## config.mk

```make
export PLATFORM = sky130hd
export DESIGN_NAME = ggs_front
export DESIGN_NICKNAME = d
export VERILOG_FILES = /design/src/hdl/ggs_pkg.sv /design/src/hdl/ggs_front.sv
export SDC_FILE = /design/constraint.sdc
export NUM_CORES = 2
export LEC_CHECK = 0
export BUFFER_PORTS_ARGS = -buffer_cell sky130_fd_sc_hd__buf_4
export CAP_MARGIN = 25
export CORE_MARGIN = 5
export CORE_UTILIZATION = 53
export CTS_CLUSTER_SIZE = 40
export DETAILED_ROUTE_END_ITERATION = 10
export PLACE_DENSITY = 0.83
export SYNTH_ARGS = -nofsm -noshare
export SYNTH_HDL_FRONTEND = slang
export SYNTH_SLANG_ARGS = --single-unit
```

## constraint.sdc

```tcl
create_clock -name clock -period 8.5 [get_ports clock]
set_input_delay 0.425 -clock clock [delete_from_list [all_inputs] [get_ports clock]]
set_output_delay 0.425 -clock clock [all_outputs]
set_load 0.005 [all_outputs]
```

## src/hdl/ggs_pkg.sv

```systemverilog
`timescale 1ns / 1ps
// Shared widths, register codes, angle table and the cell payload type for go-to-goal steering.
package ggs_pkg;

   // Default CORDIC stage count and the length of the arctangent table.
   localparam int CORDIC_STAGES_DEF = 16;
   localparam int ATAN_LEN          = 24;

   // Field widths.
   localparam int PW  = 16;   // position, Q8.8
   localparam int HW  = 15;   // heading, Q3.12
   localparam int DW  = 17;   // offset and distance
   localparam int EW  = 16;   // heading difference
   localparam int SQW = 32;   // one square
   localparam int XW  = 34;   // CORDIC x / y
   localparam int ZW  = 24;   // CORDIC angle, Q.20
   localparam int RW  = 34;   // root radicand / remainder
   localparam int GW  = 9;    // speed gain
   localparam int SW  = 16;   // speed out
   localparam int TW  = 16;   // turn rate out

   // Square root: 17 digit steps, first trial bit at 2^32.
   localparam int SQ_STEPS = 17;
   localparam int SQ_MSB   = 32;

   localparam int CSR_IW = 2;
   localparam logic [CSR_IW-1:0] CSR_ENABLE = 2'd0;
   localparam logic [CSR_IW-1:0] CSR_RADIUS = 2'd1;
   localparam logic [CSR_IW-1:0] CSR_GAIN   = 2'd2;

   localparam logic        ENABLE_RST = 1'b0;
   localparam logic [15:0] RADIUS_RST = 16'd26;
   localparam logic [GW-1:0] GAIN_RST = 9'd128;

   localparam logic signed [ZW-1:0] HALF_PI_Q20 = 24'sd1647099;
   localparam logic signed [16:0]   PI_Q12      = 17'sd12868;
   localparam logic signed [16:0]   TWO_PI_Q12  = 17'sd25736;

   localparam logic signed [ZW-1:0] ATAN_Q20 [ATAN_LEN] = '{
      24'sd823550, 24'sd486170, 24'sd256879, 24'sd130396, 24'sd65451, 24'sd32757,
      24'sd16383,  24'sd8192,   24'sd4096,   24'sd2048,   24'sd1024,  24'sd512,
      24'sd256,    24'sd128,    24'sd64,     24'sd32,     24'sd16,    24'sd8,
      24'sd4,      24'sd2,      24'sd1,      24'sd0,      24'sd0,     24'sd0
   };

   // What travels down the cell row.
   typedef struct packed {
      logic                   zero;     // offset was exactly zero
      logic signed [EW-1:0]   herr;     // target heading minus own heading
      logic signed [HW-1:0]   own_hd;
      logic signed [XW-1:0]   x;
      logic signed [XW-1:0]   y;
      logic signed [ZW-1:0]   z;
      logic [RW-1:0]          rem;
      logic [RW-1:0]          root;
   } ggs_cell_type;

endpackage

```

## src/hdl/ggs_front.sv

```systemverilog
`timescale 1ns / 1ps
// Front stages: offsets, squares with quadrant pre-rotation, radicand sum.
module ggs_front (
   input  logic                          clock,
   input  logic                          reset,
   input  logic                          in_valid,
   output logic                          in_ready,
   input  logic signed [ggs_pkg::PW-1:0] target_x,
   input  logic signed [ggs_pkg::PW-1:0] target_y,
   input  logic signed [ggs_pkg::HW-1:0] target_heading,
   input  logic signed [ggs_pkg::PW-1:0] own_x,
   input  logic signed [ggs_pkg::PW-1:0] own_y,
   input  logic signed [ggs_pkg::HW-1:0] own_heading,
   output logic                          out_valid,
   input  logic                          out_ready,
   output ggs_pkg::ggs_cell_type         out_data
);
   import ggs_pkg::*;

   logic v1_ff, v2_ff, v3_ff;
   logic rdy1, rdy2, rdy3;

   logic signed [DW-1:0] dx1_ff, dy1_ff, dx1_in, dy1_in;
   logic signed [EW-1:0] herr1_ff, herr1_in, herr2_ff;
   logic signed [HW-1:0] oh1_ff, oh2_ff;

   logic [SQW-1:0]       sqx2_ff, sqy2_ff, sqx2_in, sqy2_in;
   logic signed [XW-1:0] x2_ff, y2_ff, x2_in, y2_in, xs, ys;
   logic signed [ZW-1:0] z2_ff, z2_in;
   logic                 zero2_ff, zero2_in;
   logic signed [2*DW-1:0] px, py;

   ggs_cell_type s3_ff, s3_in;

   assign rdy3     = !v3_ff || out_ready;
   assign rdy2     = !v2_ff || rdy3;
   assign rdy1     = !v1_ff || rdy2;
   assign in_ready = rdy1;

   // stage 1: offsets
   always_comb begin
      dx1_in   = $signed({target_x[PW-1], target_x}) - $signed({own_x[PW-1], own_x});
      dy1_in   = $signed({target_y[PW-1], target_y}) - $signed({own_y[PW-1], own_y});
      herr1_in = $signed({target_heading[HW-1], target_heading})
               - $signed({own_heading[HW-1], own_heading});
   end

   // stage 2: squares, and a left-half-plane vector turned by a quarter
   always_comb begin
      px = $signed({{DW{dx1_ff[DW-1]}}, dx1_ff}) * $signed({{DW{dx1_ff[DW-1]}}, dx1_ff});
      py = $signed({{DW{dy1_ff[DW-1]}}, dy1_ff}) * $signed({{DW{dy1_ff[DW-1]}}, dy1_ff});
      sqx2_in = px[SQW-1:0];
      sqy2_in = py[SQW-1:0];
      xs = {{(XW-DW-14){dx1_ff[DW-1]}}, dx1_ff, 14'b0};
      ys = {{(XW-DW-14){dy1_ff[DW-1]}}, dy1_ff, 14'b0};
      zero2_in = (dx1_ff == '0) && (dy1_ff == '0);
      if (dx1_ff[DW-1]) begin
         if (!dy1_ff[DW-1]) begin
            x2_in = ys;
            y2_in = -xs;
            z2_in = HALF_PI_Q20;
         end else begin
            x2_in = -ys;
            y2_in = xs;
            z2_in = -HALF_PI_Q20;
         end
      end else begin
         x2_in = xs;
         y2_in = ys;
         z2_in = '0;
      end
   end

   // stage 3: radicand
   always_comb begin
      s3_in.zero   = zero2_ff;
      s3_in.herr   = herr2_ff;
      s3_in.own_hd = oh2_ff;
      s3_in.x      = x2_ff;
      s3_in.y      = y2_ff;
      s3_in.z      = z2_ff;
      s3_in.rem    = RW'({1'b0, sqx2_ff} + {1'b0, sqy2_ff});
      s3_in.root   = '0;
   end

   always_ff @(posedge clock) begin
      if (reset) begin
         v1_ff <= 1'b0;
         v2_ff <= 1'b0;
         v3_ff <= 1'b0;
      end else begin
         if (rdy1) v1_ff <= in_valid;
         if (rdy2) v2_ff <= v1_ff;
         if (rdy3) v3_ff <= v2_ff;
      end
   end

   always_ff @(posedge clock) begin
      if (rdy1) begin
         dx1_ff   <= dx1_in;
         dy1_ff   <= dy1_in;
         herr1_ff <= herr1_in;
         oh1_ff   <= own_heading;
      end
      if (rdy2) begin
         sqx2_ff  <= sqx2_in;
         sqy2_ff  <= sqy2_in;
         x2_ff    <= x2_in;
         y2_ff    <= y2_in;
         z2_ff    <= z2_in;
         zero2_ff <= zero2_in;
         herr2_ff <= herr1_ff;
         oh2_ff   <= oh1_ff;
      end
      if (rdy3) s3_ff <= s3_in;
   end

   assign out_valid = v3_ff;
   assign out_data  = s3_ff;

endmodule

```

==> metrics.csv <==
metric,value,unit
# DRC,0,
Starting Density,53.5,%
Simple-Gate Fraction of Synth Area,9.35,%
CP Launch Type,flip-flop,
critical path class,flip-flop to flip-flop,
GR Overflow Total,0,
Initial DRC Count,1588,
Clock Latency Late Sink,0.57,ns
"FFs w/ async S/R, synth",0,%
synthesized instance count,3203,
# IOs,292,
crit-path max FO,14,
fin crit period,7.29,ns
Post-synth EDFFs,310,
worst slew pin tran,1.02,ns
Synth Register Bits,313,
antenna violations before repair,1,
top_reg_cell synth,edfxtp_1,
largest family of logic cells by synthesized area,adder cells,
"top cells by area, synth","fa_1 (31%), edfxtp_1 (28%), ha_1 (9.4%), inv_1 (8.4%), xnor2_1 (3.5%)",
Max Clock Skew,0.0302,ns
dpl ws,1.32,ns
warnings from Yosys,0,
H-Tree Level Count,2,
All-Layer GR Usage,23.4,%
vias post-DR,22500,
worst reg-to-reg path cell count,22,
Worst R2R End,sqx2_ff[31],
Final Max Slew Viols,0,
PostCTS Resize Cnt,0,
RR Startpoint,dx1_ff[14],
row cnt,92,
DRT Pass-1 Iters,6,
final WL,77900,um
Worst Hold Launch,reset,
CTS max path bufs,3,
die width,262,um
GPL Wtd Cong,0.924,
status,"complete, no violations",
RSZ-0062 raised after global routing,false,
Port Buf Inserts,228,
Fin Setup TNS,0,ns
Synth Area in Adders,40.2,%
largest area contributor in the netlist,fa_1,
cts bufs inserted,35,
max_slew headroom,31.9,%
synth unique cells,77,
Antenna Cells,0,
core area,63000,um^2
crit path DAT,7.60,ns
PnR worst setup slack,1.21,ns
Yosys top cell area share,30.8,%
Worst Hold Class,primary input to flip-flop,
first-pass GRT wire length,126000,um
Layout Nets,4257,
Avg Vias per Cell,5.30,
Tcrit/Tclk final,85.7,%
sequential area share after synthesis,27.8,%
die footprint,68700,um^2
cts hold-fix bufs,0,
most frequent cells in the layout,"inv_1 (752), fa_1 (518), edfxtp_1 (310)",
Post-DRT Antenna Nets,0,
Max Freq,137,MHz
post-DP HPWL,62700,um
Hold Crit Depth,2,
Hold EP,out_valid,
Hold Fails Final Rpt,0,
Mean Syn Cell Area,10.5,um^2
worst reg-to-reg setup slack,1.21,ns
Worst Setup SP,dx1_ff[14],
setup bufs post-CTS,0,
pin count of the biggest net entering global routing,78,
DR WL/cell,18.3,um
CTS tree,built,
share of cells above drive strength 1,9.77,%
"Clk pin slew, worst setup/hold paths",0.06,ns
CP Capture Type,flip-flop,
clk root buf,clkbuf_16,
max-cap violations,0,
critical path required time,8.81,ns
post-synthesis mux area share,0.171,%
vias in the first global route,24300,
mapped cell area,33700,um^2
clock sink count,313,
Final setup viols,0,
Layout area overhead,10.0,%
complex-gate fraction of the synthesized area,6.43,%
"commonest non-fill, non-tap cell in the layout",inv_1,
Die Y-Extent,262,um
fraction of synthesized cell area in xor and xnor cells,4.58,%
cell usage after synthesis, types with 4 or more instances:
cell type / number
a2111oi_0: 9
a211o_1: 5
a211oi_1: 19
a21boi_1: 5
a21o_1: 39
a21oi_1: 114
a31oi_1: 7
and2_1: 89
and3_1: 17
buf_1: 5
buf_2: 4
buf_4: 86
clkbuf_1: 70
clkinv_1: 10
edfxtp_1: 310
fa_1: 518
ha_1: 254
inv_1: 754
nand2_1: 213
nand2b_1: 20
nand3_1: 24
nand4_1: 5
nor2_1: 200
nor2b_1: 21
nor3_1: 37
nor4_1: 5
o211ai_1: 4
o21a_1: 21
o21ai_0: 37
o21ai_1: 20
o21bai_1: 7
o22ai_1: 4
o31ai_1: 4
or2_2: 4
or3_1: 18
xnor2_1: 133
xor2_1: 43
worst max path at each step:
stage	endpoint	slack, ns	cells after the start
floorplan	sqx2_ff[25]	1.96	24
global placement	sqx2_ff[31]	1.46	22
detailed placement	sqx2_ff[31]	1.32	22
CTS	sqx2_ff[31]	1.28	22
global route	sqx2_ff[31]	0.76	21
finish	sqx2_ff[31]	1.21	22
metrics by stage:
step	instance area, um^2	hold WS, ns	utilization, %	cells
6_report	37100	0.0354	58.9	4256
5_1_grt	37100	0.0142	58.9	4256
4_1_cts	37100	0.00675	58.9	4255
3_5_place_dp	35900	0.405	57.0	4195
3_3_place_gp	35900	0.401	57.0	4195
2_1_floorplan	33900	0.400	-	3268
kinds of logic (layout without fill, tap and decap cells):
logic type	count (synthesis)	after routing
other cells	1	66
buf+inv	933	1075
mux	5	5
simple gates	673	673
xor+xnor	176	176
flops	313	313
compound gates	330	330
fa+ha+maj	772	772
layer usage:
layer / vias to the layer above / wire length (um) / track usage [%]
li1: 10200 / - / -
met1: 11100 / 28900 / 29.0
met2: 976 / 37600 / 39.2
met3: 222 / 7400 / 5.77
met4: 2 / 4010 / 10.0
met5: - / 17 / 0
worst max-delay path: stages (launching register included):
cell and delay [ns]:
edfxtp_1 0.75, clkinv_1 0.54, nor2_1 0.37, fa_1 0.49, fa_1 0.54, inv_1 0.06
fa_1 0.53, inv_1 0.05, fa_1 0.50, fa_1 0.54, inv_1 0.06, fa_1 0.53
inv_1 0.05, ha_1 0.35, and4_1 0.24, nor2b_1 0.16, nor3b_1 0.14, a31oi_1 0.31
and4b_1 0.29, o21ai_1 0.10, a21oi_1 0.18, o21bai_1 0.10, xnor2_1 0.13
sequential cells by signal, summed over array words and instances, names as in the netlist:
name and count:
x2_ff 20, oh2_ff 15, herr2_ff 16, zero2_ff 1, dy1_ff 17, v2_ff 1
z2_ff 3, out_data 108, v1_ff 1, herr1_ff 16, y2_ff 20, sqy2_ff 31
sqx2_ff 31, dx1_ff 17, out_valid 1, oh1_ff 15
final cells by class:
cell class | instances | area (um^2)
Fill cell | 4949 | 25900
Clock inverter | 23 | 297
Clock buffer | 37 | 883
Tap cell | 846 | 1060
Timing Repair Buffer | 250 | 1870
Multi-Input combinational cell | 2022 | 20700
Inverter | 765 | 2880
Sequential cell | 313 | 9370
Power is not shown: default switching activity piles up to over one toggle a cycle in this logic, so the estimate is an artifact.
