$ cat config.mk
export PLATFORM = sky130hd
export DESIGN_NAME = ggs_cell
export DESIGN_NICKNAME = d
export VERILOG_FILES = /design/src/hdl/ggs_pkg.sv /design/src/hdl/ggs_cell.sv
export SDC_FILE = /design/constraint.sdc
export NUM_CORES = 1
export LEC_CHECK = 0
export BUFFER_PORTS_ARGS = -buffer_cell sky130_fd_sc_hd__clkbuf_2
export CAP_MARGIN = 20
export CELL_PAD_IN_SITES_DETAIL_PLACEMENT = 0
export CELL_PAD_IN_SITES_GLOBAL_PLACEMENT = 1
export CORE_UTILIZATION = 45
export CTS_BUF_LIST = sky130_fd_sc_hd__clkbuf_2
export DETAILED_ROUTE_END_ITERATION = 8
export PLACE_DENSITY_LB_ADDON = 0.3
export SLEW_MARGIN = 10
export SYNTH_ARGS = -nofsm -noshare
export SYNTH_HDL_FRONTEND = slang
export SYNTH_SLANG_ARGS = --single-unit
export TNS_END_PERCENT = 1
$ cat constraint.sdc
create_clock -name clock -period 11.15 [get_ports clock]
set_input_delay 2.23 -clock clock [delete_from_list [all_inputs] [get_ports clock]]
set_output_delay 2.23 -clock clock [all_outputs]
set_load 0.005 [all_outputs]
$ cat src/hdl/ggs_pkg.sv
`timescale 1ns / 1ps
// Shared widths, register codes, angle table and the cell payload type for go-to-goal steering.
package ggs_pkg;

   // Default CORDIC stage count and the length of the arctangent table.
   localparam int CORDIC_STAGES_DEF = 16;
   localparam int ATAN_LEN          = 24;

   // Field widths.
   localparam int PW  = 16;   // position, Q8.8
   localparam int HW  = 15;   // heading, Q3.12
   localparam int DW  = 17;   // offset and distance
   localparam int EW  = 16;   // heading difference
   localparam int SQW = 32;   // one square
   localparam int XW  = 34;   // CORDIC x / y
   localparam int ZW  = 24;   // CORDIC angle, Q.20
   localparam int RW  = 34;   // root radicand / remainder
   localparam int GW  = 9;    // speed gain
   localparam int SW  = 16;   // speed out
   localparam int TW  = 16;   // turn rate out

   // Square root: 17 digit steps, first trial bit at 2^32.
   localparam int SQ_STEPS = 17;
   localparam int SQ_MSB   = 32;

   localparam int CSR_IW = 2;
   localparam logic [CSR_IW-1:0] CSR_ENABLE = 2'd0;
   localparam logic [CSR_IW-1:0] CSR_RADIUS = 2'd1;
   localparam logic [CSR_IW-1:0] CSR_GAIN   = 2'd2;

   localparam logic        ENABLE_RST = 1'b0;
   localparam logic [15:0] RADIUS_RST = 16'd26;
   localparam logic [GW-1:0] GAIN_RST = 9'd128;

   localparam logic signed [ZW-1:0] HALF_PI_Q20 = 24'sd1647099;
   localparam logic signed [16:0]   PI_Q12      = 17'sd12868;
   localparam logic signed [16:0]   TWO_PI_Q12  = 17'sd25736;

   localparam logic signed [ZW-1:0] ATAN_Q20 [ATAN_LEN] = '{
      24'sd823550, 24'sd486170, 24'sd256879, 24'sd130396, 24'sd65451, 24'sd32757,
      24'sd16383,  24'sd8192,   24'sd4096,   24'sd2048,   24'sd1024,  24'sd512,
      24'sd256,    24'sd128,    24'sd64,     24'sd32,     24'sd16,    24'sd8,
      24'sd4,      24'sd2,      24'sd1,      24'sd0,      24'sd0,     24'sd0
   };

   // What travels down the cell row.
   typedef struct packed {
      logic                   zero;     // offset was exactly zero
      logic signed [EW-1:0]   herr;     // target heading minus own heading
      logic signed [HW-1:0]   own_hd;
      logic signed [XW-1:0]   x;
      logic signed [XW-1:0]   y;
      logic signed [ZW-1:0]   z;
      logic [RW-1:0]          rem;
      logic [RW-1:0]          root;
   } ggs_cell_type;

endpackage

$ cat src/hdl/ggs_cell.sv
`timescale 1ns / 1ps
// One cell of the row: a CORDIC vectoring stage and a square-root digit step, each switched on by its own parameter.
module ggs_cell #(
   parameter int IDX     = 0,
   parameter bit DO_ROT  = 1'b1,
   parameter bit DO_SQRT = 1'b1
) (
   input  logic                  clock,
   input  logic                  reset,
   input  logic                  in_valid,
   output logic                  in_ready,
   input  ggs_pkg::ggs_cell_type in_data,
   output logic                  out_valid,
   input  logic                  out_ready,
   output ggs_pkg::ggs_cell_type out_data
);
   import ggs_pkg::*;

   localparam int SQ_SHIFT = DO_SQRT ? (SQ_MSB - 2 * IDX) : 0;
   localparam int ROT_IDX  = DO_ROT ? IDX : 0;
   localparam logic [RW-1:0] SQ_BIT = {{(RW-1){1'b0}}, 1'b1} << SQ_SHIFT;

   logic         v_ff;
   ggs_cell_type d_ff, d_in;
   logic signed [XW-1:0] xs, ys;
   logic [RW:0]          trial;

   assign in_ready = !v_ff || out_ready;

   always_comb begin
      d_in  = in_data;
      xs    = in_data.x >>> ROT_IDX;
      ys    = in_data.y >>> ROT_IDX;
      trial = {1'b0, in_data.root} + {1'b0, SQ_BIT};
      if (DO_ROT) begin
         if (!in_data.y[XW-1]) begin
            d_in.x = in_data.x + ys;
            d_in.y = in_data.y - xs;
            d_in.z = in_data.z + ATAN_Q20[ROT_IDX];
         end else begin
            d_in.x = in_data.x - ys;
            d_in.y = in_data.y + xs;
            d_in.z = in_data.z - ATAN_Q20[ROT_IDX];
         end
      end
      if (DO_SQRT) begin
         if ({1'b0, in_data.rem} >= trial) begin
            d_in.rem  = in_data.rem - trial[RW-1:0];
            d_in.root = (in_data.root >> 1) + SQ_BIT;
         end else begin
            d_in.root = in_data.root >> 1;
         end
      end
   end

   always_ff @(posedge clock) begin
      if (reset) begin
         v_ff <= 1'b0;
      end else if (in_ready) begin
         v_ff <= in_valid;
      end
   end

   always_ff @(posedge clock) begin
      if (in_ready) d_ff <= d_in;
   end

   assign out_valid = v_ff;
   assign out_data  = d_ff;

endmodule

==> impl_metrics.ini, run 1 <==
[cells_and_area]
instances_no_fill = 2344
finalInstanceArea_um2 = 17500
layout_commonest_cell = clkbuf_2
layout-drive-gt1-share_pct = 25.9
nets = 2243
final_cell_mix = clkbuf_2 (407), edfxtp_1 (191), a21oi_1 (160)
synthToLayoutAreaGrowth_pct = 17.0

[critical_path]
r2r_end = out_data[6]
critPathCaptureType = output pin
ff2ff_path_depth = 2
r2r_slack_ps = 9020
rr_startpoint = out_valid
crit_type = in -> out
required_ps = 8920
crit_start = out_ready
arrival_ps = 3140
cp-endpoint = in_ready
startpoint_type = input port
crit_fanout = 50

[power]
vdd_drop_max_uv = 66.4
cellPowerDensity_nw_per_um2 = 120
p_leak_nw = 8.13

[global_route]
gr-usage-all-layers_pct = 26.6
grt_pass1_vias = 12692
antenna_found_initial = 4
grt_pass1_wl_um = 69700
grt_start_max_net_pins = 145
grt-ovfl-total = 0

[route]
vias_per_cell = 5.59
finalWirelength_um = 46400
drtAntennaViolNets = 0
drc = 0
vias = 13099
post_drt_wl_per_cell_um = 19.8
initialDrtViolationCount = 924
drt_pass1_iterations = 6

[clock_tree]
clock-sinks = 192
cts-htree-levels = 4
cts_setup_buffers = 0
clockBufferDepth = 2
cts_hold_buf = 0
clk_latency_ps = 790
clk_pin_slew_worst_paths_ps = 320
cts_buffers = 17
cts_tree = built
clock-root-buffer = clkbuf_2
cts_resized = 0

[synth]
synth_ff_type = edfxtp_1
synthTopCellsByArea = edfxtp_1 (38%), ha_1 (13%), xnor2_1 (5.4%)
ys_types = 81
ys.warnings.count = 0
synth_top_area_cell = edfxtp_1
postSynth.asyncResetShare_pct = 0
synth_edf_count = 191
syn_avg_cell_area_um2 = 9.82
synth_top_cell_area_share_pct = 38.3
syn_area_um2 = 15000
yosysSeqAreaShare_pct = 38.4
synthesis.nets = 1883
syn_inst = 1526
ys_seq_elements = 192

[timing]
finalCritPeriodShare_pct = 48.2
clock.fmax_mhz = 186
slew_headroom_pct = 27.6
fin_setup_tns_ps = 0
skew_ps = 43.6
rsz0062_at_grt = no
tightest_slew_ps = 1080
slew_violations = 0
setup_viol = 0
post-route-min-period_ps = 5370
hold_violations = 0

[outcome]
status = finished, final reports clean

[floorplan]
io_pins = 390
dieArea_um2 = 34000
die_h_um = 184
die_w_um = 184
rows = 66
initial_core_util_pct = 45.9
core_area_um2 = 32600

[place]
dpl_cell_area_um2 = 17300
dp.cells = 2309
dpl.hpwl_um = 37100
place_congestion = 0.958
port_buffers = 389

[job]
maxCapViolCount = 0

[worst_hold_path]
hold_path.class = reg -> reg
-- critical path, stage by stage --
cell      delay (ps)
clkbuf_2          80
nand2b_4         540
clkbuf_2         230
-- area by class of cell --
class	instances	area (µm²)
fillers	3106	15100
repair buffers	394	2000
well taps	442	553
clock inverters	14	125
inverters	159	597
diodes	3	7.51
multi-input cells	1122	8410
flip-flops and latches	192	5760
clock buffers	18	90.1
-- registers in the layout (all words and copies together), names as in the netlist --
signal / count
out_data: 191
out_valid: 1
-- report_power, final --
group / switching [W] / internal (W)
combinational: 0.000453 / 0.000332
sequential: 0.0000395 / 0.000935
clock: 0.000272 / 0.0000692
total: 0.000765 / 0.00134
-- cell families after synthesis --
| logic type | count (synthesis) | synth area share (%) |
|---|---|---|
| muxes | 54 | 4.58 |
| adders and majority gates | 161 | 13.7 |
| and+or+nand+nor | 317 | 10.3 |
| xor gates and xnor gates | 115 | 6.72 |
| DFF | 192 | 38.4 |
| buffers and inverters | 212 | 5.52 |
| AOI/OAI and AO/OA | 475 | 20.8 |
-- cell usage after synthesis, drive strengths merged, types with 5 or more instances --
cell	instances
nand2	67
mux2	35
nand4	21
o211ai	9
o31ai	17
o221ai	7
xor2	23
nor4	11
and3	8
o21bai	24
o21ai	94
nor2	94
or3	10
nand2b	13
edfxtp	191
inv	155
buf	16
fa	5
mux2i	19
a21oi	160
xnor2	92
a2111oi	10
a221oi	7
ha	156
a31oi	15
or2	6
and2	6
nor3	21
a311oi	5
nor2b	22
nand3	28
a211oi	13
clkbuf	37
o21a	16
a21boi	6
a21o	45
-- worst min-delay path by stage --
stage | start | end | slack [ps] | cells past startpoint
2_1_floorplan | reset | out_valid | 2300 | 1
3_3_place_gp | out_valid | out_data[44] | 1080 | 1
3_5_place_dp | out_valid | out_data[44] | 1090 | 1
4_1_cts | out_valid | out_data[10] | 1140 | 1
5_1_grt | out_valid | out_data[47] | 1190 | 1
6_report | out_valid | out_data[47] | 1130 | 1
-- per-layer routing --
metal / GRT usage (%) / routed length (µm)
met1: 31.7 / 19100
met2: 47.2 / 23000
met3: 4.07 / 2400
met4: 11.6 / 1830
met5: 0 / 13
-- through the flow --
stage                     worst slack (ps)  power, W  hold WS, ps  util, %
after floorplan                       2050   0.00146         2300        -
after CTS                             5780   0.00211         1140     53.7
after global placement                5080   0.00176         1080     53.1
after global routing                  5710   0.00221         1190     53.7
final                                 5780   0.00210         1130     53.7
after detailed placement              4990   0.00177         1090     53.1
(Power assumes the default switching activity.)
==> run 2, diff against run 1 <==
Settings changed: CORE_UTILIZATION 45 to 42.
Clock period 11.15 ns to 5.2 ns, I/O delays scaled along.
==> run 2 against run 1 <==
Clock skew fell by 0.79 ps. Flip-flop and latch count did not move. Via count barely moved. Wire length fell by 0.57%. Die area rose by 7.1%. Non-clock buffer count rose by 10. Highest routed layer is now met4. Worst hold slack got worse by 860 ps. Sequential share of layout area fell by 0.33 points. Clock-buffer cell count fell by 1. Global-route usage fell by 1.9 points.
==> impl_metrics.ini, run 2 (synthesis results as in run 1) <==
[power]
power.switching_w = 0.00166
combPwrFrac_pct = 35.9
swShare_pct = 35.4
p_leak_nw = 8.22
pwr-share-seq_pct = 44.6
cellPowerDensity_nw_per_um2 = 264
power_w = 0.00468
vdd_drop_max_uv = 164
p_int_w = 0.00303
pwr-share-clk_pct = 19.5

[floorplan]
initial_core_util_pct = 43.1
core_area_um2 = 34800
die_h_um = 191
die_w_um = 191
dieArea_um2 = 36400
io_pins = 390
rows = 68

[critical_path]
arrival_ps = 4170
required_ps = 5910
crit_type = in -> reg
cpLargestDelayFamily = compound AO/OA/AOI/OAI gates
critPathCaptureType = register
crit_path_top_delay_cell = o41ai_1
crit_fanout = 5
cp_cell_sequence = clkbuf_2, inv_1, ha_1, or4_1, o22ai_2, nor2b_1, o41ai_1, a21oi_1, and3_1, a211o_1, a311oi_1
startpoint_type = input port
path_buf_inv = 2
slowest_delay_ps = 570

[cells_and_area]
largest_register_ffs = 191
layout-drive-gt1-share_pct = 26.3
nets = 2253
final_cell_mix = clkbuf_2 (406), edfxtp_1 (191), a21oi_1 (160)
layout_commonest_cell = clkbuf_2
synthToLayoutAreaGrowth_pct = 18.2
instances_no_fill = 2367

[route]
drt_pass1_iterations = 6
initialDrtViolationCount = 1029
drtAntennaViolNets = 0
finalWirelength_um = 46100
post_drt_wl_per_cell_um = 19.5
vias_per_cell = 5.53
vias = 13101
drc = 0

[global_route]
grt_start_max_net_pins = 98
grt_pass1_wl_um = 69600
grt.busiest_layer = met2
grt_util_met2_pct = 43.5
grt-ovfl-total = 0
gr-usage-all-layers_pct = 24.8
antenna_found_initial = 3
grt_use_met3_pct = 3.94
met1_usage_pct = 30.3
grt_pass1_vias = 12517

[clock_tree]
clockBufferDepth = 2
clock-root-buffer = clkbuf_2
cts_resized = 0
cts_hold_buf = 0
clk_latency_ps = 910
cts_setup_buffers = 0
clk_pin_slew_worst_paths_ps = 300
cts_tree = built
cts_buffers = 17
cts-htree-levels = 4
clock-sinks = 192

[timing]
fin_setup_tns_ps = 0
slew_headroom_pct = 36.3
hold_violations = 0
finalCritPeriodShare_pct = 66.5
clock.fmax_mhz = 289
skew_ps = 42.8
slew_violations = 0
rsz0062_at_grt = no
post-route-min-period_ps = 3460
setup_viol = 0
holdWs_ps = 266
tightest_slew_ps = 947

[place]
dp.cells = 2332
place_congestion = 0.916
dpl.hpwl_um = 37100
port_buffers = 389

[worst_hold_path]
hold_path.class = in -> reg

[job]
maxCapViolCount = 0

[outcome]
status = finished, final reports clean
run 2: power by group through the flow:
stage,logic (W),clock network (W),registers [W]
floorplan,0.000979,0,0.00214
global placement,0.00167,0,0.00213
detailed placement,0.00167,0,0.00213
CTS,0.00168,0.000943,0.00209
global route,0.00183,0.000986,0.00211
finish,0.00168,0.000913,0.00209
run 2: final cells by class:
class | count | area (µm²)
multi-input cells | 1122 | 8410
diodes | 3 | 7.51
inverters | 159 | 597
repair buffers | 404 | 2070
fillers | 3263 | 17100
clock inverters | 15 | 219
well taps | 455 | 569
flip-flops and latches | 192 | 5760
clock buffers | 17 | 85.1
run 2: stage by stage:
| stage | utilization, % | cell area [µm²] | worst slack, ps |
|---|---|---|---|
| 2_1_floorplan | - | 15000 | 655 |
| 3_3_place_gp | 50.0 | 17400 | 927 |
| 3_5_place_dp | 50.0 | 17400 | 821 |
| 4_1_cts | 50.9 | 17700 | 1820 |
| 5_1_grt | 50.9 | 17700 | 1630 |
| 6_report | 50.9 | 17700 | 1740 |
run 2: path summary, 6_finish.rpt:
check / from / to / slack [ps] / cells after the start
hold reg to reg: out_valid / out_data[85] / 1000 / 1
setup / recovery: in_data[98] / out_data[156] / 1740 / 11
setup reg to reg: out_valid / out_data[157] / 3200 / 2
hold / removal: reset / out_valid / 270 / 2
run 2: worst register-to-register path, stage by stage (launching register included):
cell and delay (ps):
dfxtp_1 410, nand2b_4 390, buf_4 780
run 2: metal layers:
metal  wire [µm]  up-vias
li1            -     6315
met3        3010       75
met5           0        -
met1       18800     6175
met2       23000      536
met4        1330        0
